==> src/base64_stream_decoder_macros.svh <==
// Assertion macros for the Base64 stream decoder.
// Expects clk and arst_n in the scope of use; no other dependencies.
`ifndef BASE64_STREAM_DECODER_MACROS_SVH
`define BASE64_STREAM_DECODER_MACROS_SVH

// Same-cycle implication, disabled during reset.
`define B64SD_ASSERT_IMP(lbl, ante, cons, msg) \
	lbl: assert property (@(posedge clk) disable iff (!arst_n) (ante) |-> (cons)) \
		else $error(msg);

// Next-cycle implication, disabled during reset.
`define B64SD_ASSERT_NXT(lbl, ante, cons, msg) \
	lbl: assert property (@(posedge clk) disable iff (!arst_n) (ante) |=> (cons)) \
		else $error(msg);

`endif

==> src/b64sd_pkg.sv <==
// Shared types and constants for the Base64 stream decoder.
// No dependencies.
`default_nettype none

package b64sd_pkg;

	localparam int B64SD_QUEUE_DEPTH = 4;
	localparam int B64SD_MAX_RESULTS = 3;

	typedef struct packed {
		logic [7:0] char_code;
		logic       end_of_text;
	} in_item_t;

	typedef struct packed {
		logic [7:0] data_byte;
		logic       byte_valid;
		logic       last;
	} out_item_t;

	// Results caused by one character: count entries of res are meaningful, from res[0].
	typedef struct packed {
		logic [1:0]      count;
		out_item_t [2:0] res;
	} bundle_t;

endpackage

`default_nettype wire

==> src/b64sd_decode.sv <==
// Symbol decode and group state of the Base64 stream decoder.
// Depends on b64sd_pkg.
`default_nettype none

module b64sd_decode import b64sd_pkg::*; (
	input  logic     clk,
	input  logic     arst_n,
	input  logic     fire,
	input  in_item_t item,
	output bundle_t  bundle
);

	localparam logic [7:0] CH_UP_A  = 8'h41;
	localparam logic [7:0] CH_UP_Z  = 8'h5A;
	localparam logic [7:0] CH_LO_A  = 8'h61;
	localparam logic [7:0] CH_LO_Z  = 8'h7A;
	localparam logic [7:0] CH_DIG_0 = 8'h30;
	localparam logic [7:0] CH_DIG_9 = 8'h39;
	localparam logic [7:0] CH_PLUS  = 8'h2B;
	localparam logic [7:0] CH_SLASH = 8'h2F;

	typedef struct packed {
		logic       hit;
		logic [5:0] value;
	} sym_t;

	function automatic sym_t sym_lookup(input logic [7:0] c);
		sym_t s;
		s.hit   = 1'b1;
		s.value = 6'd0;
		priority if (c >= CH_UP_A && c <= CH_UP_Z)
			s.value = 6'(c - CH_UP_A);
		else if (c >= CH_LO_A && c <= CH_LO_Z)
			s.value = 6'(c - CH_LO_A + 8'd26);
		else if (c >= CH_DIG_0 && c <= CH_DIG_9)
			s.value = 6'(c - CH_DIG_0 + 8'd52);
		else if (c == CH_PLUS)
			s.value = 6'd62;
		else if (c == CH_SLASH)
			s.value = 6'd63;
		else
			s.hit = 1'b0;
		return s;
	endfunction

	// Three bytes of a group, first byte in the top bits.
	function automatic logic [23:0] group_bytes(input logic [5:0] s0, input logic [5:0] s1,
			input logic [5:0] s2, input logic [5:0] s3);
		logic [7:0] b0, b1, b2;
		b0 = {s0, 2'((s1 & 6'h30) >> 4)};
		b1 = {4'(s1 & 6'h0F), 4'((s2 & 6'h3C) >> 2)};
		b2 = {2'(s2 & 6'h03), s3};
		return {b0, b1, b2};
	endfunction

	logic [5:0] store_q [3];
	logic [1:0] count_q;
	logic       stopped_q;

	logic [5:0]  store_d [3];
	logic [1:0]  count_d;
	logic        stopped_d;
	sym_t        sym;
	logic [23:0] grp;

	always_comb begin
		sym       = sym_lookup(item.char_code);
		store_d   = store_q;
		count_d   = count_q;
		stopped_d = stopped_q;
		bundle    = '0;
		grp       = '0;

		if (!stopped_q) begin
			if (!sym.hit) begin
				stopped_d = 1'b1;
			end else if (count_q == 2'd3) begin
				grp = group_bytes(store_q[0], store_q[1], store_q[2], sym.value);
				bundle.count = 2'd3;
				bundle.res[0] = '{data_byte: grp[23:16], byte_valid: 1'b1, last: 1'b0};
				bundle.res[1] = '{data_byte: grp[15:8], byte_valid: 1'b1, last: 1'b0};
				bundle.res[2] = '{data_byte: grp[7:0], byte_valid: 1'b1,
					last: item.end_of_text};
				count_d = 2'd0;
				for (int k = 0; k < 3; k++)
					store_d[k] = 6'd0;
			end else begin
				store_d[count_q] = sym.value;
				count_d = count_q + 2'd1;
			end
		end

		if (item.end_of_text) begin
			if (bundle.count == 2'd0) begin
				if (count_d >= 2'd2) begin
					grp = group_bytes(store_d[0], store_d[1],
						(count_d == 2'd3) ? store_d[2] : 6'd0, 6'd0);
					bundle.count = count_d - 2'd1;
					bundle.res[0] = '{data_byte: grp[23:16], byte_valid: 1'b1,
						last: (count_d == 2'd2)};
					bundle.res[1] = '{data_byte: grp[15:8], byte_valid: 1'b1, last: 1'b1};
				end else begin
					bundle.count = 2'd1;
					bundle.res[0] = '{data_byte: 8'd0, byte_valid: 1'b0, last: 1'b1};
				end
			end
			for (int k = 0; k < 3; k++)
				store_d[k] = 6'd0;
			count_d   = 2'd0;
			stopped_d = 1'b0;
		end
	end

	always_ff @(posedge clk or negedge arst_n) begin
		if (!arst_n) begin
			for (int k = 0; k < 3; k++)
				store_q[k] <= 6'd0;
			count_q   <= 2'd0;
			stopped_q <= 1'b0;
		end else if (fire) begin
			store_q   <= store_d;
			count_q   <= count_d;
			stopped_q <= stopped_d;
		end
	end

endmodule

`default_nettype wire

==> src/b64sd_queue.sv <==
// Result queue: takes up to three results a cycle, hands out one a cycle while res_ready is high.
// Depends on b64sd_pkg.
`default_nettype none

module b64sd_queue import b64sd_pkg::*; #(
	parameter int DEPTH = B64SD_QUEUE_DEPTH
) (
	input  logic                         clk,
	input  logic                         arst_n,
	input  logic                         push,
	input  bundle_t                      bundle,
	output logic [$clog2(DEPTH+1)-1:0]   free,
	output logic                         res_valid,
	input  logic                         res_ready,
	output out_item_t                    res_item
);

	localparam int PTR_W = $clog2(DEPTH);
	localparam int OCC_W = $clog2(DEPTH + 1);

	out_item_t        entries_q [DEPTH];
	logic [PTR_W-1:0] wr_ptr_q, rd_ptr_q;
	logic [OCC_W-1:0] occ_q;
	logic             pop;
	logic [1:0]       n_push;

	// Pointer plus small offset, modulo DEPTH (DEPTH must be at least three; the block does not enforce it).
	function automatic logic [PTR_W-1:0] ptr_add(input logic [PTR_W-1:0] p,
			input logic [1:0] k);
		logic [PTR_W:0] sum;
		sum = {1'b0, p} + (PTR_W+1)'(k);
		if (sum >= (PTR_W+1)'(DEPTH))
			sum = sum - (PTR_W+1)'(DEPTH);
		return sum[PTR_W-1:0];
	endfunction

	assign pop       = res_valid && res_ready;
	assign n_push    = push ? bundle.count : 2'd0;
	assign res_valid = (occ_q != '0);
	assign res_item  = entries_q[rd_ptr_q];
	assign free      = OCC_W'(DEPTH) - occ_q;

	always_ff @(posedge clk) begin
		for (int k = 0; k < B64SD_MAX_RESULTS; k++) begin
			if (2'(k) < n_push)
				entries_q[ptr_add(wr_ptr_q, 2'(k))] <= bundle.res[k];
		end
	end

	always_ff @(posedge clk or negedge arst_n) begin
		if (!arst_n) begin
			wr_ptr_q <= '0;
			rd_ptr_q <= '0;
			occ_q    <= '0;
		end else begin
			wr_ptr_q <= ptr_add(wr_ptr_q, n_push);
			if (pop)
				rd_ptr_q <= ptr_add(rd_ptr_q, 2'd1);
			occ_q <= occ_q + OCC_W'(n_push) - OCC_W'(pop);
		end
	end

endmodule

`default_nettype wire

==> src/base64_stream_decoder.sv <==
// Top level of the Base64 stream decoder: input register, decode, result queue.
// Depends on b64sd_pkg, b64sd_decode, b64sd_queue and the assertion macro header.
//
// Usage:
//   src channel: one encoded character per transaction (src_item.char_code), with
//     src_item.end_of_text set on the final character of a stream.
//   res channel: one decoded byte per transaction. byte_valid=0 marks an empty end
//     marker; last=1 flags the final result of each stream.
//   Standard alphabet only. The first '=' or foreign character stops decoding; the
//   remaining characters up to end_of_text are swallowed.
// Path: an accepted character is held in the input register and decoded from there;
//   its results are written into the queue when it moves on and are offered on res from it.
// Throughput: one character per cycle. A completed group or an end-of-stream flush
//   gives up to three results, which leave the queue one per cycle; the decode
//   stage holds a character while the queue lacks room for all of its results.
// Reset: arst_n clears the group state, the input valid flag and the queue pointers.
// Stall: while res_ready is low the queue fills; once it cannot take the results of
//   the registered character, src_ready drops until results drain.
`default_nettype none

`include "base64_stream_decoder_macros.svh"

module base64_stream_decoder import b64sd_pkg::*; #(
	parameter int QUEUE_DEPTH = B64SD_QUEUE_DEPTH
) (
	input  logic      clk,
	input  logic      arst_n,
	input  logic      src_valid,
	output logic      src_ready,
	input  in_item_t  src_item,
	output logic      res_valid,
	input  logic      res_ready,
	output out_item_t res_item
);

	localparam int OCC_W = $clog2(QUEUE_DEPTH + 1);

	// Input register stage
	in_item_t item_s1;
	logic     valid_s1;

	bundle_t          bundle;
	logic [OCC_W-1:0] queue_free;
	logic             fire;

	// The registered character moves on only when all its results fit the queue.
	assign fire      = valid_s1 && (OCC_W'(bundle.count) <= queue_free);
	assign src_ready = !valid_s1 || fire;

	always_ff @(posedge clk or negedge arst_n) begin
		if (!arst_n) begin
			valid_s1 <= 1'b0;
		end else if (src_ready) begin
			valid_s1 <= src_valid;
		end
	end

	always_ff @(posedge clk) begin
		if (src_valid && src_ready)
			item_s1 <= src_item;
	end

	b64sd_decode u_decode (
		.clk    (clk),
		.arst_n (arst_n),
		.fire   (fire),
		.item   (item_s1),
		.bundle (bundle)
	);

	b64sd_queue #(
		.DEPTH (QUEUE_DEPTH)
	) u_queue (
		.clk       (clk),
		.arst_n    (arst_n),
		.push      (fire),
		.bundle    (bundle),
		.free      (queue_free),
		.res_valid (res_valid),
		.res_ready (res_ready),
		.res_item  (res_item)
	);

	// Every stream must close with at least one result.
	`B64SD_ASSERT_IMP(a_eot_gives_result, fire && item_s1.end_of_text, bundle.count != 2'd0, "end of stream produced no result")
	// A full group on the final character marks its third byte as last.
	`B64SD_ASSERT_IMP(a_group_last, fire && bundle.count == 2'd3, !item_s1.end_of_text || bundle.res[2].last, "final group not marked last")
	// Queue can only fill when a character is decoded.
	`B64SD_ASSERT_NXT(a_fill_only_on_fire, !fire, queue_free >= $past(queue_free), "queue filled without a decode")

endmodule

`default_nettype wire
==> config.mk <==
export PLATFORM = sky130hd
export DESIGN_NAME = base64_stream_decoder
export DESIGN_NICKNAME = d
export VERILOG_FILES = /design/src/b64sd_pkg.sv /design/src/b64sd_decode.sv /design/src/b64sd_queue.sv /design/src/base64_stream_decoder.sv
export VERILOG_INCLUDE_DIRS = /design/src /design/src/src
export SDC_FILE = /design/constraint.sdc
export NUM_CORES = 1
export LEC_CHECK = 0
export BUFFER_PORTS_ARGS = -buffer_cell sky130_fd_sc_hd__buf_2
export CAP_MARGIN = 30
export CORE_AREA = 2 2 95 106
export DETAILED_ROUTE_END_ITERATION = 6
export DIE_AREA = 0 0 97 108
export PLACE_DENSITY_LB_ADDON = 0.12
export SYNTH_ARGS = -nofsm -noshare
export SYNTH_HDL_FRONTEND = slang
export SYNTH_HIERARCHICAL = 1
export SYNTH_SLANG_ARGS = --single-unit
==> constraint.sdc <==
create_clock -name clk -period 6.7 [get_ports clk]
set_input_delay 0.335 -clock clk [delete_from_list [all_inputs] [get_ports clk]]
set_output_delay 0.335 -clock clk [all_outputs]
set_load 0.02 [all_outputs]
After elaboration in Yosys (flattened, before gate mapping)

Memory sizes are Yosys's and may differ from the RTL's.
Index checks and enable logic that the tools add are counted.

Add/subtract/negate cells: 19
$lt $le $gt $ge: 18
Equal/unequal tests: 5
Muxes and demuxes: 50
Bitwise operators: 1
Reductions and logical operators: 11

Operators by type and width:

| kind                                                                                 | count |
|---|---|
| 32-bit two-way mux                                                                   | 3 |
| 18-bit two-way mux                                                                   | 4 |
| 6-bit two-way mux                                                                    | 7 |
| 20-bit two-way mux                                                                   | 2 |
| 2-bit two-way mux                                                                    | 16 |
| 10-bit two-way mux                                                                   | 2 |
| 18-bit bitwise mux                                                                   | 1 |
| 8-bit by 6-bit == test with 1-bit output (second input constant)                     | 2 |
| 8-bit by 7-bit greater-or-equal comparator with 1-bit output (second input constant) | 2 |
| 8-bit by 7-bit <= comparator with 1-bit output (second input constant)               | 2 |
| 3-bit greater-or-equal comparator (second input constant)                            | 5 |
| 1-bit two-way mux                                                                    | 14 |
| 6-bit demux with 2-bit select                                                        | 1 |
| 2-bit by 1-bit subtractor with 2-bit output (second input constant)                  | 6 |
| 6-bit subtractor (second input constant)                                             | 2 |
| 8-bit by 6-bit greater-or-equal comparator with 1-bit output (second input constant) | 1 |
| 8-bit by 6-bit <= comparator with 1-bit output (second input constant)               | 1 |
| 1-bit logical AND                                                                    | 7 |
| 2-bit by 1-bit adder with 3-bit output (second input constant)                       | 2 |
| 6-bit by 5-bit adder with 6-bit output (second input constant)                       | 1 |
| 6-bit adder (second input constant)                                                  | 1 |
| 2-bit == test (second input constant)                                                | 3 |
| 6-bit by 1-bit subtractor with 6-bit output (second input constant)                  | 1 |
| 1-bit by 2-bit < comparator with 1-bit output (first input constant)                 | 2 |
| other kinds (16)                                                                     | 16 |

Flip-flop bits (word level): 38
Bits in writable memories: 40
Input bits: 13
Output and inout bits: 12
Logic and storage cells: 116
Memories: 1

Memory list:

| name              | depth | bits a word | rd ports | clocked after memory_dff | write ports | RTL line          | RTL |
|---|---|---|---|---|---|---|---|
| u_queue.entries_q | 4     | 10          | 1        | 0                        | 3           | b64sd_queue.sv:21 | `out_item_t entries_q [DEPTH];` |

Logic depth before layout (Yosys ltp)

Depth after elaboration: 18
Depth in mapped cells: 25
Depth with buffers taken out: 20

By module

Netlist, hierarchy kept.

Modules (own cells, without submodules):

| module                | instances | cells an instance | area each (sq um) | seq. area each (sq um) |
|---|---|---|---|---|
| b64sd_queue           | 1         | 201               | 3050.4            | 1376.3 |
| b64sd_decode          | 1         | 249               | 2075.7            | 525.5 |
| base64_stream_decoder | 1         | 21                | 395.4             | 295.3 |

Worst setup path after synthesis

No wires, ideal clock.

Path kind: reg-to-reg
From: register item_s1[3] (netlist name)
To: register u_queue.occ_q[2]
Setup time: 0.123 ns
Arrival time: 4.558 ns
Slack: 2.020 ns
Cell stages (with the launch flop): 24
Path buffers: 4
Cell sequence: edfxtp_1 buf_2 inv_1 ha_1 and2b_1 o221a_4 nor3_1 buf_2 nor2_1 or3_1 o211ai_1 ha_1 nor2b_4 o21ai_0 and2_1 buf_6 and2_1 buf_2 inv_1 ha_1 inv_1 fa_1 xnor2_1 xnor2_1

RTL lines:

| what                   | RTL line                    | RTL |
|---|---|---|
| start, declared        | base64_stream_decoder.sv:39 | `in_item_t item_s1;` |
| start signal, assigned | base64_stream_decoder.sv:60 | `item_s1 <= src_item;` |
| end signal, assigned   | b64sd_queue.sv:59           | `occ_q <= occ_q + OCC_W'(n_push) - OCC_W'(pop);` |
| end, declared          | b64sd_queue.sv:23           | `logic [OCC_W-1:0] occ_q;` |

==> results.md <==
- GR Util met2: 0.414
- Clk_skew: 0.0107 ns
- Largest net degree at the start of global routing: 30
- Final Hold Viols: 1
- WHS: -0.00148 ns
- Crit Path Category: flip-flop to flip-flop
- Post-Syn Area: 5520 um2
- WL/cell: 19.7 um
- GRT Resource Usage Total: 0.240
- Fill cells: 740
- Hold crit path type: input port to async pin
- Register area share after synthesis: 0.398
- Cell taking the most area after synthesis: edfxtp_1
- Arr. time, crit path: 6.10 ns
- Die Width: 97 um
- Reg2reg end: u_queue/entries_q[3][3]
- Synth top area share: 0.266
- Floorplan row count: 37
- CTS Buf Count: 9
- Pre-antenna DRT Iters: 5
- Post-Syn Area per Cell: 11.7 um2
- Resize count post-CTS: 0
- Number of buffers added on ports: 24
- CTS root buf: clkbuf_8
- Largest family of logic cells by synthesized area: multiplexers
- RSZ-0062 raised after global routing: no
- Clock transition at path regs: 0.08 ns
- Crit start category: flip-flop
- Layout cell share with drive strength beyond 1: 0.291
- Post-DP HPWL: 8.70 mm
- Initial Util: 0.593
- Max VDD drop: 0.240 mV
- TritonCTS clock tree: built
- Max-slew violation count: 0
- Lkg Pwr: 2.38 nW
- R2R Setup Slk: 0.70 ns
- Multi-input logic area: 3000 um2
- Max-cap violations: 0
- Pwr Total: 1.95 mW
- Layout Cells excl Fill: 605
- GRT Max-Usage Layer: met2
- # H-tree levels: 3
- Top_reg_cell synth: edfxtp_1
- Final net count: 519
- Placed Cells: 589
- DIE AREA: 10500 um2
- Synth top cells by count: 68 x mux2_2, 49 x edfxtp_1, 31 x inv_1
- Fmax: 167 MHz
- M3 GR Usage: 0.0259
- # diodes: 0
- Max_slew headroom: 0.304
- 1st-iter DRT viols: 366
- Worst-margin pin slew: 1.04 ns
- Number of global-route vias before repair: 3852
- First-pass GRT wire length: 19.8 mm
- Antenna violations before repair: 0
- CTS Sinks: 78
- Placer Congestion: 0.951
- Setup TNS: 0 ns
- Vias: 3916
- Die height: 108 um
- Net count after synthesis: 507
- Ports: 25
- Post-synthesis mux area share: 0.211
- Post-synth EDFFs: 49
- Ys Warns: 6
- Reg area: 2200 um2
- Power Density: 334 nW/um2
- GR Layer Usage met1: 0.314
- Worst-path maximum fanout: 25
- Minimum clock period: 6.00 ns
- Post-Syn Instances: 471
- CTS Buffer Depth: 2
- Synthesis-to-finish area growth: 5.85%
- Hold Buf Count CTS: 0
- Synth area leaders: edfxtp_1 27%, mux2_2 14%, dfrtp_1 13%
- Capturing element type of the critical path: flip-flop
- Post-Synth XOR/XNOR Area: 0.0111
- Drt total wl: 11.9 mm
- Cell with the most instances after synthesis: mux2_2
- Reg2Reg Depth: 17
- DRC: 0
- Post-synthesis adder-cell area fraction: 0.0553
- FFs w/ async S/R, synth: 0.372
- Final setup fails: 0
- Synth Area in Compound Gates: 0.153
- Outcome: finished with violations
- Post-route ant nets: 0
- Seq cells post-synth: 78
- Clock network latency to the later pin of the worst-skew pair: 0.36 ns
- CP required: 6.80 ns
- Setup bufs post-CTS: 0
- Final worst path period share: 0.895
- Distinct cells, synth: 66
- Failing checks: hold timing
- Grt ovf: 0
- Post-Synth Simple-Gate Area: 0.114
- Core region area: 9310 um2
- RR Startpoint: item_s1[1]
- DR vias/cell: 6.47
## layer usage
metal / wire length, um / part of all wire
met2: 5850 / 0.49
met3: 628 / 0.053
met5: 0 / 0
met4: 294 / 0.025
met1: 5160 / 0.43
## state kept, by name, indices dropped and copies added, names as in the netlist
register            flops
u_decode/stopped_q      1
item_s1                 9
u_queue/occ_q           3
u_queue/wr_ptr_q        2
u_decode/store_q       18
u_decode/count_q        2
u_queue/entries_q      40
valid_s1                1
u_queue/rd_ptr_q        2
## metrics by stage
step	setup slack [ns]	utilization	cell area, um2
2_1_floorplan	2.02	-	5520
3_3_place_gp	0.995	0.605	5630
3_5_place_dp	0.812	0.606	5640
4_1_cts	0.791	0.628	5840
5_1_grt	0.290	0.628	5840
6_report	0.704	0.628	5840
## worst max-delay path: stages (launching register included)
cell and delay, ns:
edfxtp_1 0.52, inv_1 0.14, ha_1 0.29, nor2b_1 0.18
o21ai_1 0.40, o2111a_1 0.53, o21ai_0 0.15, buf_4 0.21
inv_1 0.22, o211a_1 0.38, inv_1 0.08, ha_1 0.30
a21oi_2 0.08, o21ai_0 0.06, and2_1 0.70, nand4b_1 0.71
mux2_2 0.51, mux2_2 0.26
## cell usage in the layout (no fill, tap or decap), drive strengths merged, types with 5 or more instances in the layout
cell type  synthesis  final
o21ai             12     12
mux4              10     10
and2               8      8
buf               24     31
ha                22     22
o211ai             6      6
o31ai              6      6
dfrtp             29     29
a21oi             10     10
nand2             21     21
edfxtp            49     49
a32o              18     18
nor2              16     16
a22o               8      8
mux2              80     80
nand3              9      9
nor3               9      9
o22ai             13     13
xnor2              6      6
nand2b             5      5
clkbuf             6     12
nor2b             14     14
a31oi              6      6
inv               31     31
## worst max path at each step
stage / start / end / slack (ns) / cells past startpoint
after floorplan: item_s1[3] / u_queue/occ_q[2] / 2.02 / 23
after global placement: item_s1[1] / u_queue/entries_q[3][8] / 0.99 / 17
after detailed placement: item_s1[1] / u_queue/entries_q[3][3] / 0.81 / 17
after CTS: item_s1[1] / u_queue/entries_q[3][3] / 0.79 / 17
after global routing: item_s1[1] / u_queue/entries_q[3][8] / 0.29 / 17
final: item_s1[1] / u_queue/entries_q[3][3] / 0.70 / 17
## cell families after synthesis
kind of cell	count (synthesis)
fa+ha+maj	24
xor+xnor	7
simple gates	106
buf+inv	61
compound gates	105
mux	90
flops	78
## final cells by class
type                            instances  area share
Clock inverter                          4      0.0124
Timing Repair Buffer                   31      0.0295
Sequential cell                        78       0.376
Inverter                               31      0.0199
Multi-Input combinational cell        332       0.514
Clock buffer                           12      0.0231
Tap cell                              117      0.0250
## report_power, final
group / internal [mW] / total [mW] / switching, mW
Sequential: 0.631 / 0.749 / 0.117
Combinational: 0.342 / 0.824 / 0.482
Clock: 0.210 / 0.381 / 0.171
(Power assumes the default switching activity.)
